`src/rtl/core/tlx_pkg.sv`:
```
// Shared types, constants and character-class functions of the token lexer.
package tlx_pkg;

  localparam int MAX_LEN = 255;
  localparam int LEN_CAP_I = (MAX_LEN < 255) ? MAX_LEN : 255;
  localparam logic [7:0] LEN_CAP = 8'(LEN_CAP_I);

  localparam logic [7:0] CH_SPACE = 8'h20;
  localparam logic [7:0] CH_LF    = 8'h0a;
  localparam logic [7:0] CH_TAB   = 8'h09;
  localparam logic [7:0] CH_UNDER = 8'h5f;

  localparam logic [7:0] LEN_INT = 8'd3;
  localparam logic [7:0] LEN_RET = 8'd6;

  localparam logic OP_BYTE = 1'b0;
  localparam logic OP_END  = 1'b1;

  typedef enum logic [2:0] {
    K_ID   = 3'd0,
    K_NUM  = 3'd1,
    K_INT  = 3'd2,
    K_RET  = 3'd3,
    K_MARK = 3'd4,
    K_END  = 3'd5
  } kind_t;

  typedef enum logic [1:0] {
    M_IDLE  = 2'd0,
    M_IDENT = 2'd1,
    M_NUM   = 2'd2
  } mode_t;

  typedef struct packed {
    kind_t      kind;
    logic [7:0] length;
    logic [7:0] mark_char;
    logic       last;
  } tok_t;

  function automatic logic is_letter(input logic [7:0] c);
    return (c >= 8'h61 && c <= 8'h7a) || (c >= 8'h41 && c <= 8'h5a);
  endfunction

  function automatic logic is_digit(input logic [7:0] c);
    return c >= 8'h30 && c <= 8'h39;
  endfunction

  function automatic logic is_begin(input logic [7:0] c);
    return is_letter(c) || c == CH_UNDER;
  endfunction

  function automatic logic is_part(input logic [7:0] c);
    return is_begin(c) || is_digit(c);
  endfunction

  function automatic logic is_space(input logic [7:0] c);
    return c == CH_SPACE || c == CH_LF || c == CH_TAB;
  endfunction

  // letter of "int" at a given position
  function automatic logic [7:0] int_char(input logic [1:0] idx);
    logic [7:0] c;
    case (idx)
      2'd0:    c = 8'h69;
      2'd1:    c = 8'h6e;
      default: c = 8'h74;
    endcase
    return c;
  endfunction

  // letter of "return" at a given position
  function automatic logic [7:0] ret_char(input logic [2:0] idx);
    logic [7:0] c;
    case (idx)
      3'd0:    c = 8'h72;
      3'd1:    c = 8'h65;
      3'd2:    c = 8'h74;
      3'd3:    c = 8'h75;
      3'd4:    c = 8'h72;
      default: c = 8'h6e;
    endcase
    return c;
  endfunction

endpackage

```
`src/rtl/core/tlx_in_if.sv`:
```
// Input channel of the token lexer: one source byte or end marker per beat.
interface tlx_in_if;
  logic       valid;
  logic       ready;
  logic       op;
  logic [7:0] ch;

  modport source (output valid, output op, output ch, input ready);
  modport sink   (input valid, input op, input ch, output ready);
endinterface

```
`src/rtl/core/tlx_out_if.sv`:
```
// Result channel of the token lexer: one token per beat.
interface tlx_out_if;
  logic       valid;
  logic       ready;
  logic [2:0] kind;
  logic [7:0] length;
  logic [7:0] mark_char;
  logic       last;

  modport source (output valid, output kind, output length, output mark_char,
                  output last, input ready);
  modport sink   (input valid, input kind, input length, input mark_char,
                  input last, output ready);
endinterface

```
`src/rtl/core/token_lexer.sv`:
```
// Token lexer top level: byte stream in, tokens out.
// A token is registered: the first one a beat ends appears on the output in the cycle after that beat.
// Throughput: one input beat per cycle while the output is not stalled; a beat
// that ends a token and also gives a mark or end token yields two result beats,
// and the input stalls until the single result port has drained the second one.
// Reset (rst_n low, synchronous): lexer idle, no token pending, output empty.
module token_lexer (
  input  logic clk,
  input  logic rst_n,
  tlx_in_if.sink    in_ch,
  tlx_out_if.source out_ch
);
  import tlx_pkg::*;

  // lexer state
  mode_t      mode_r, mode_nxt;
  logic [7:0] run_r, run_nxt;
  logic       int_r, int_nxt;
  logic       ret_r, ret_nxt;

  // result register and the held second result
  tok_t out_r, out_nxt;
  logic out_valid_r, out_valid_nxt;
  tok_t hold_r, hold_nxt;
  logic hold_valid_r, hold_valid_nxt;

  logic accept;
  logic take;

  // per-beat results
  tok_t       res0, res1;
  logic [1:0] n_res;

  tok_t       pend_tok;
  tok_t       end_tok;
  tok_t       mark_tok;
  logic       at_break;
  logic       has_pend;
  logic [7:0] run_inc;

  // Take a beat only while no second result is held back and the output
  // register is empty or being emptied this cycle.
  assign take   = out_valid_r && out_ch.ready;
  assign accept = in_ch.valid && in_ch.ready;
  assign in_ch.ready = !hold_valid_r && (!out_valid_r || out_ch.ready);

  assign has_pend = (mode_r != M_IDLE);
  // end of input counts as a break, as does whitespace
  assign at_break = (in_ch.op == OP_END) || is_space(in_ch.ch);
  assign run_inc  = (run_r < LEN_CAP) ? run_r + 8'd1 : run_r;

  // pending token as it would be flushed now
  always_comb begin
    pend_tok           = '0;
    pend_tok.length    = run_r;
    pend_tok.mark_char = 8'h00;
    if (mode_r == M_NUM) begin
      pend_tok.kind = K_NUM;
    end else if (at_break && int_r && run_r == LEN_INT) begin
      pend_tok.kind = K_INT;
    end else if (at_break && ret_r && run_r == LEN_RET) begin
      pend_tok.kind = K_RET;
    end else begin
      pend_tok.kind = K_ID;
    end

    end_tok      = '0;
    end_tok.kind = K_END;

    mark_tok           = '0;
    mark_tok.kind      = K_MARK;
    mark_tok.length    = 8'd1;
    mark_tok.mark_char = in_ch.ch;
  end

  // next lexer state and the results of the current beat
  always_comb begin
    mode_nxt = mode_r;
    run_nxt  = run_r;
    int_nxt  = int_r;
    ret_nxt  = ret_r;
    res0     = '0;
    res1     = '0;
    n_res    = 2'd0;

    if (in_ch.op == OP_END) begin
      mode_nxt = M_IDLE;
      run_nxt  = 8'd0;
      int_nxt  = 1'b0;
      ret_nxt  = 1'b0;
      if (has_pend) begin
        res0  = pend_tok;
        res1  = end_tok;
        n_res = 2'd2;
      end else begin
        res0  = end_tok;
        n_res = 2'd1;
      end
    end else if (mode_r == M_IDENT && is_part(in_ch.ch)) begin
      // keyword tracking: still a prefix of the word at this position
      int_nxt = int_r && (run_r < LEN_INT) && (in_ch.ch == int_char(run_r[1:0]));
      ret_nxt = ret_r && (run_r < LEN_RET) && (in_ch.ch == ret_char(run_r[2:0]));
      run_nxt = run_inc;
    end else if (mode_r == M_NUM && is_digit(in_ch.ch)) begin
      run_nxt = run_inc;
    end else begin
      // the pending token (if any) ends here; this byte may open a new one
      if (has_pend) begin
        res0  = pend_tok;
        n_res = 2'd1;
      end
      mode_nxt = M_IDLE;
      run_nxt  = 8'd0;
      int_nxt  = 1'b0;
      ret_nxt  = 1'b0;
      if (is_space(in_ch.ch)) begin
        // skipped
      end else if (is_begin(in_ch.ch)) begin
        mode_nxt = M_IDENT;
        run_nxt  = 8'd1;
        int_nxt  = (in_ch.ch == int_char(2'd0));
        ret_nxt  = (in_ch.ch == ret_char(3'd0));
      end else if (is_digit(in_ch.ch)) begin
        mode_nxt = M_NUM;
        run_nxt  = 8'd1;
      end else if (has_pend) begin
        res1  = mark_tok;
        n_res = 2'd2;
      end else begin
        res0  = mark_tok;
        n_res = 2'd1;
      end
    end

    // flag the final result of this beat
    if (n_res == 2'd2) begin
      res1.last = 1'b1;
    end else if (n_res == 2'd1) begin
      res0.last = 1'b1;
    end
  end

  // output register and hold register
  always_comb begin
    out_nxt        = out_r;
    out_valid_nxt  = out_valid_r;
    hold_nxt       = hold_r;
    hold_valid_nxt = hold_valid_r;

    if (take) begin
      if (hold_valid_r) begin
        out_nxt        = hold_r;
        hold_valid_nxt = 1'b0;
      end else begin
        out_valid_nxt = 1'b0;
      end
    end

    // accept implies the hold register is empty and the output is free
    if (accept && n_res != 2'd0) begin
      out_nxt       = res0;
      out_valid_nxt = 1'b1;
      if (n_res == 2'd2) begin
        hold_nxt       = res1;
        hold_valid_nxt = 1'b1;
      end
    end
  end

  always_ff @(posedge clk) begin
    if (!rst_n) begin
      mode_r       <= M_IDLE;
      run_r        <= 8'd0;
      int_r        <= 1'b0;
      ret_r        <= 1'b0;
      out_valid_r  <= 1'b0;
      hold_valid_r <= 1'b0;
    end else begin
      if (accept) begin
        mode_r <= mode_nxt;
        run_r  <= run_nxt;
        int_r  <= int_nxt;
        ret_r  <= ret_nxt;
      end
      out_valid_r  <= out_valid_nxt;
      hold_valid_r <= hold_valid_nxt;
    end
  end

  // payload, no reset
  always_ff @(posedge clk) begin
    out_r  <= out_nxt;
    hold_r <= hold_nxt;
  end

  assign out_ch.valid     = out_valid_r;
  assign out_ch.kind      = out_r.kind;
  assign out_ch.length    = out_r.length;
  assign out_ch.mark_char = out_r.mark_char;
  assign out_ch.last      = out_r.last;

endmodule

```
`src/flat_wrapper.sv`:
```
// flat-port wrapper written by rule: the top's interface ports become plain ports
module token_lexer_flat import tlx_pkg::*;
  (clk, rst_n, in_ch_valid, in_ch_op, in_ch_ch, in_ch_ready, out_ch_valid, out_ch_kind, out_ch_length, out_ch_mark_char, out_ch_last, out_ch_ready);
  tlx_in_if in_ch_i ();
  tlx_out_if out_ch_i ();
  input  logic clk;
  input  logic rst_n;
  input wire logic [$bits(in_ch_i.valid)-1:0] in_ch_valid;
  input wire logic [$bits(in_ch_i.op)-1:0] in_ch_op;
  input wire logic [$bits(in_ch_i.ch)-1:0] in_ch_ch;
  output wire logic [$bits(in_ch_i.ready)-1:0] in_ch_ready;
  output wire logic [$bits(out_ch_i.valid)-1:0] out_ch_valid;
  output wire logic [$bits(out_ch_i.kind)-1:0] out_ch_kind;
  output wire logic [$bits(out_ch_i.length)-1:0] out_ch_length;
  output wire logic [$bits(out_ch_i.mark_char)-1:0] out_ch_mark_char;
  output wire logic [$bits(out_ch_i.last)-1:0] out_ch_last;
  input wire logic [$bits(out_ch_i.ready)-1:0] out_ch_ready;
  assign in_ch_i.valid = in_ch_valid;
  assign in_ch_i.op = in_ch_op;
  assign in_ch_i.ch = in_ch_ch;
  assign in_ch_ready = in_ch_i.ready;
  assign out_ch_valid = out_ch_i.valid;
  assign out_ch_kind = out_ch_i.kind;
  assign out_ch_length = out_ch_i.length;
  assign out_ch_mark_char = out_ch_i.mark_char;
  assign out_ch_last = out_ch_i.last;
  assign out_ch_i.ready = out_ch_ready;
  token_lexer u_core (.clk(clk), .rst_n(rst_n), .in_ch(in_ch_i), .out_ch(out_ch_i));
endmodule
```
`config.mk`:
```
export PLATFORM = sky130hd
export DESIGN_NAME = token_lexer_flat
export DESIGN_NICKNAME = d
export VERILOG_FILES = /design/src/rtl/core/tlx_pkg.sv /design/src/rtl/core/tlx_in_if.sv /design/src/rtl/core/tlx_out_if.sv /design/src/rtl/core/token_lexer.sv /design/src/flat_wrapper.sv
export SDC_FILE = /design/constraint.sdc
export NUM_CORES = 1
export LEC_CHECK = 0
export ABC_AREA = 1
export BUFFER_PORTS_ARGS = -buffer_cell sky130_fd_sc_hd__buf_2
export CAP_MARGIN = 0
export CORE_MARGIN = 2
export CORE_UTILIZATION = 60
export CTS_BUF_LIST = sky130_fd_sc_hd__clkbuf_4 sky130_fd_sc_hd__clkbuf_8
export DETAILED_ROUTE_END_ITERATION = 10
export PLACE_DENSITY = 0.93
export SETUP_SLACK_MARGIN = 0.15
export SLEW_MARGIN = 0
export SYNTH_ARGS = -nofsm -noshare
export SYNTH_HDL_FRONTEND = slang
export SYNTH_SLANG_ARGS = --single-unit
```
`constraint.sdc`:
```
create_clock -name clk -period 2.7 [get_ports clk]
set_input_delay 0.405 -clock clk [delete_from_list [all_inputs] [get_ports clk]]
set_output_delay 0.405 -clock clk [all_outputs]
set_load 0.05 [all_outputs]
```
==> results of run 1 <==
## worst max path at each step
stage / from / slack (ns) / to
after floorplan: u_core.out_ch.valid / 0.27 / u_core.out_ch.kind[0]
after global placement: in_ch_ch[6] / 0.34 / u_core.out_ch.last
after detailed placement: in_ch_ch[6] / 0.27 / u_core.out_ch.mark_char[7]
after CTS: u_core.mode_r[0] / 0.44 / u_core.hold_r[6]
after global routing: u_core.mode_r[0] / 0.22 / u_core.out_ch.mark_char[4]
final: u_core.mode_r[0] / 0.42 / u_core.hold_r[6]
## logic make-up after synthesis
group / Yosys count
adder cells (fa/ha/maj): 7
XOR/XNOR: 5
AO/OA/AOI/OAI: 35
flip-flops: 45
AND/OR/NAND/NOR: 210
buffers and inverters: 50
## state kept, by name (all words and copies together) (netlist names)
signal and flops:
u_core.hold_valid_r 1, u_core.int_r 1, u_core.ret_r 1, u_core.run_r 8, u_core.out_ch.valid 1, u_core.out_ch.mark_char 8, u_core.out_ch.kind 3, u_core.out_ch.length 8
u_core.hold_r 11, u_core.out_ch.last 1, u_core.mode_r 2
## layer usage
layer / up-vias / share of wire, % / GRT usage [%]
li1: 1224 / - / -
met1: 1154 / 42 / 32.29
met2: 120 / 49 / 41.05
met3: 12 / 6.8 / 4.923
met4: 0 / 2.2 / 11.53
met5: - / 0 / 0
## area by class of cell
type | count | area (um2) | share of cell area [%]
clock buffers | 6 | 76.32 | 2.490
inverters | 44 | 165.2 | 5.388
repair buffers | 36 | 197.7 | 6.449
well taps | 52 | 65.06 | 2.122
multi-input cells | 257 | 1316 | 42.94
flip-flops and latches | 45 | 1211 | 39.51
clock inverters | 2 | 33.78 | 1.102
## synth_stat cells, types with 2 or more instances
master	n
a211oi_1	2
a21oi_1	11
a21oi_2	2
buf_4	2
buf_6	2
dfxtp_1	14
edfxtp_1	31
ha_1	7
inv_1	37
inv_2	7
nand2_1	74
nand2_2	19
nand2_4	4
nand3_1	34
nand4_1	9
nor2_1	60
nor2_2	2
nor3_1	2
nor4_1	2
o21ai_0	14
xor2_1	4
## power groups by stage
stage	registers (mW)	clock network [mW]	logic, mW
2_1_floorplan	0.917	0	0.180
3_3_place_gp	0.808	0	0.358
3_5_place_dp	0.809	0	0.365
4_1_cts	0.793	0.510	0.368
5_1_grt	0.796	0.541	0.400
6_report	0.792	0.511	0.369
## worst max-delay path, delay by kind of cell, from the launching register on
kind          cells  cell delay (ns)
flops             1             0.43
buf+inv           2             0.18
fa+ha+maj         1             0.16
simple gates      6             1.14
==> run metrics, run 1 <==
WHS=0.3652 ns; most common cell after layout, fill and taps aside=nand2_1; Critical Path Sink Type=flop; ratio of cells with drive above 1 in the final layout=20.51%; post-route setup slack=0.4196 ns; post-synthesis simple-gate area fraction=35.45%; HPWL Detailed=4401 um; Util after Layout=69.92%; largest net degree at the start of global routing=21; PD cells=545.6 nW/um2; number of clock sinks=45; Tot Pwr=1.672 mW; Unique masters post-synth=34; EDFF count, synth=31; crit share post-route=84.46%; Post-CTS Repair Setup Buffers=0; worst hold path depth=3; FF+latch count, synth=45; DR pass1 iterations=5; first-pass GRT wire length=10,200 um; initial core utilization=62.56%; DP Cell Count=434; TNS Setup=0 ns; Crit Path Category=flop to flop; Filler cells=340; Final Cell Area=3065 um2; DIE WIDTH=71.61 um; dpl ws=0.2650 ns; Reg-to-Reg Start=u_core.mode_r[0]; synthesized area per cell=7.792 um2; maximum VDD drop=271.8 uV; synth top area cells=edfxtp_1 (34%), dfxtp_1 (10%), nand2_1 (10%); Final nets=409; Final ANT Viol Nets=0; largest family of logic cells by synthesized area=simple AND/OR/NAND/NOR gates; Hold Path End=u_core.out_ch.valid; Ys Warns=0; FF-to-FF path depth=9; Slew @ Worst Pin=0.5757 ns; clock skew=0.008687 ns; Net Switching=0.5211 mW; leakage=1.391 nW; most frequent cells in the layout=nand2_1 (74), nor2_1 (60), inv_1 (37); # DRC=0; # rows=24; Synth-to-Final Area Change=11.77%; Int Pwr=1.151 mW; Worst-path clk slew=0.09 ns; post-synth top area cell=edfxtp_1; Die ar.=5128 um2; Max stage delay on crit path=0.48 ns; # port buffers=34; worst-path cell chain=nor2_1 -> inv_1 -> ha_1 -> inv_1 -> nor2_2 -> nand3_4 -> nand2_4 -> nand2_4 -> nor2_2; fin cells=442; Worst EP required=2.64 ns; core area=4384 um2; status=finished clean; H-Tree Depth=2; vias per std cell=5.679; chip height=71.61 um; RSZ-0062 raised after global routing=no; switching share of total power=31.16%; initial antenna violation count=0; Skew-Pair Late Insertion Delay=0.30 ns; final number of hold-violating endpoints=0; Hold Crit Class=input pin to flop; r2r setup slk=0.42 ns; Hold Crit Start=rst_n; vias after detailed routing=2,510; Area after DPL=2955 um2; register area share after synthesis=44.16%; final-report setup violation count=0; CTS tree=done; Slew headroom=61.58%; combinational share of power=22.1%; # diodes=0; Cells after Synth=352; capture point of the worst reg-to-reg path=u_core.hold_r[6]; Synthesized Nets=372; CP max stage cell=nor2_2; routability congestion estimate=0.9228; pins over their slew limit=0; Adder-Cell Fraction of Synth Area=3.193%; total gr overflow=0; post-synthesis compound-gate area fraction=7.345%; multiplexer share of the synthesized area=0%; Clock power frac=30.5%; starting DRC count in detailed routing=171; Async SR Flop Fraction=0%; Total Routing Usage GR=25.10%; hold buffers post-CTS=0; Max FO, Critical Path=15; CP Launch Type=flop; Netlist Area Pre-Place=2743 um2; WP data arrival=2.22 ns; io pins=35; Period minus WS final=2.280 ns; Most used DFF post-synth=edfxtp_1; Sequential Power Share=47.4%; f_max=438.5 MHz; vias in the first global route=2,340; clock buffer depth=2; post-cts sizing count=0; CTS Root Cell=clkbuf_8; max_cap viols=0; routed length per instance=13.55 um; routed wire length=5991 um; CTS buffer count=5; XOR/XNOR Fraction of Synth Area=1.597%; Yosys top cell area share=33.94%
No activity file was read; power rests on OpenSTA's default activity.
==> run 2, diff against run 1 <==
==> constraint.sdc (replaced) <==
create_clock -name clk -period 2.17 [get_ports clk]
set_input_delay 0.3255 -clock clk [delete_from_list [all_inputs] [get_ports clk]]
set_output_delay 0.3255 -clock clk [all_outputs]
set_load 0.05 [all_outputs]
==> run 2 against run 1 <==
Compared with the run above:
- highest routed layer unchanged
- via count increased by 3.1%
- count of clock-buffer cells in the layout unchanged
- clock power increased by 23%
- largest power group unchanged
- utilization increased by 2.2 points
- fmax increased by 18%
- first-iteration DRC count increased by 8.8%
- worst hold slack got worse by 0.071 ns
- critical path type unchanged
- total power increased by 25%
==> run metrics, run 2 (synthesis gave the netlist of run 1 again) <==
Worst EP required=2.23 ns; pins over their slew limit=0; TNS Setup=0 ns; core area=4384 um2; Max stage delay on crit path=0.36 ns; switching share of total power=31.22%; CTS buffer count=5; DIE WIDTH=71.61 um; Most flops, register=u_core.hold_r; RSZ-0062 raised after global routing=no; hold buffers post-CTS=0; Crit Path Category=flop to flop; Die ar.=5128 um2; Max FO, Critical Path=10; total gr overflow=0; vias in the first global route=2,266; Skew-Pair Late Insertion Delay=0.30 ns; number of clock sinks=45; combinational share of power=23.0%; clock skew=0.005287 ns; crit share post-route=89.10%; WP data arrival=1.99 ns; Critical Path Sink Type=flop; Final ANT Viol Nets=0; H-Tree Depth=2; Sequential Power Share=47.0%; io pins=35; met2 usage in global routing=39.09%; Slew headroom=76.62%; maximum VDD drop=382.1 uV; Final nets=419; GRT met1 Usage=30.93%; Int Pwr=1.442 mW; ratio of cells with drive above 1 in the final layout=23.50%; Slew @ Worst Pin=0.3470 ns; first-pass GRT wire length=9673 um; WP buf/inv=2; status=finished clean; max_cap viols=0; HPWL Detailed=4351 um; Clock power frac=29.9%; CP Launch Type=flop; Most Crowded Layer GR=met2; vias per std cell=5.726; routed wire length=6085 um; Util after Layout=72.12%; f_max=517.2 MHz; most common cell after layout, fill and taps aside=nand2_1; initial antenna violation count=0; # DRC=0; most frequent cells in the layout=nand2_1 (73), nor2_1 (59), inv_1 (37); leakage=1.440 nW; max reg flops=11; final-report setup violation count=0; Hold Crit Class=input pin to flop; final number of hold-violating endpoints=0; CTS Root Cell=clkbuf_8; routed length per instance=13.46 um; # diodes=0; routability congestion estimate=0.9154; CTS tree=done; Net Switching=0.6548 mW; clock buffer depth=2; Worst-path clk slew=0.08 ns; largest net degree at the start of global routing=21; chip height=71.61 um; PD cells=663.3 nW/um2; cell family with most CP delay=simple AND/OR/NAND/NOR gates; Synth-to-Final Area Change=15.28%; vias after detailed routing=2,588; Total Routing Usage GR=23.67%; starting DRC count in detailed routing=186; Period minus WS final=1.933 ns; # port buffers=34; met3 Usage GRT=3.797%; CP max stage cell=dfxtp_2; # rows=24; DR pass1 iterations=5; worst-path cell chain=nor2_4 -> inv_1 -> ha_1 -> nand3_1 -> nand2_1 -> nand2_1 -> nand2_2 -> nand2_4 -> nand2_4 -> buf_4 -> nand2_2 -> nand2_1; most used cell, CP=nand2_1; initial core utilization=62.56%
run 2: changes by cell type in the layout (fill, tap and decap cells not counted), sizes merged:
cell  delta
buf     +10
run 2: worst min-delay path: cells and delay by family:
family / cells / cell delay [ns]
buf+inv: 2 / 0.17
simple gates: 1 / 0.06
run 2: power groups by stage:
| stage | Clock [mW] | Sequential (mW) | Combinational (mW) |
|---|---|---|---|
| 6_report | 0.628 | 0.987 | 0.483 |
| 5_1_grt | 0.656 | 0.991 | 0.518 |
| 4_1_cts | 0.630 | 0.987 | 0.468 |
| 3_5_place_dp | 0 | 1.01 | 0.465 |
| 3_3_place_gp | 0 | 1.00 | 0.455 |
| 2_1_floorplan | 0 | 1.14 | 0.231 |
run 2: through the flow:
stage | cells | setup slack [ns] | total power [mW] | cell area [um2] | hold slack (ns)
final | 452 | 0.2366 | 2.097 | 3162 | 0.2938
after global routing | 452 | 0.1302 | 2.165 | 3162 | 0.3036
after CTS | 450 | 0.1666 | 2.084 | 3138 | 0.2783
after detailed placement | 442 | 0.03713 | 1.470 | 3025 | 0.4616
after global placement | 442 | 0.08557 | 1.459 | 3025 | 0.4538
after floorplan | 352 | 0.1836 | 1.372 | 2776 | 0.4231
run 2: per-layer routing:
metal	vias up	wire length [um]
met5	-	0
met4	0	175
met3	20	420
met2	138	2922
met1	1184	2566
li1	1246	-
run 2: worst paths after layout:
check | startpoint | endpoint | slack (ns) | cells past startpoint
max | u_core.mode_r[1] | u_core.out_ch.mark_char[0] | 0.24 | 12
min | rst_n | u_core.out_ch.valid | 0.29 | 3
max reg2reg | u_core.mode_r[1] | u_core.out_ch.mark_char[0] | 0.24 | 12
min reg2reg | u_core.ret_r | u_core.ret_r | 0.47 | 2
run 2: cell type report:
cell class / instances / area (um2)
fillers: 313 / 1222
well taps: 52 / 65.06
repair buffers: 46 / 260.3
inverters: 44 / 167.7
flip-flops and latches: 45 / 1214
clock inverters: 2 / 33.78
multi-input cells: 257 / 1345
clock buffers: 6 / 76.32
run 2: timing repair:
| action | 4_1_cts | 5_1_grt |
|---|---|---|
| setup endpoints to repair | 43 | 50 |
| setup buffers | 0 | 2 |
| resized for setup | 1 | 3 |
| pin swaps | 0 | 1 |
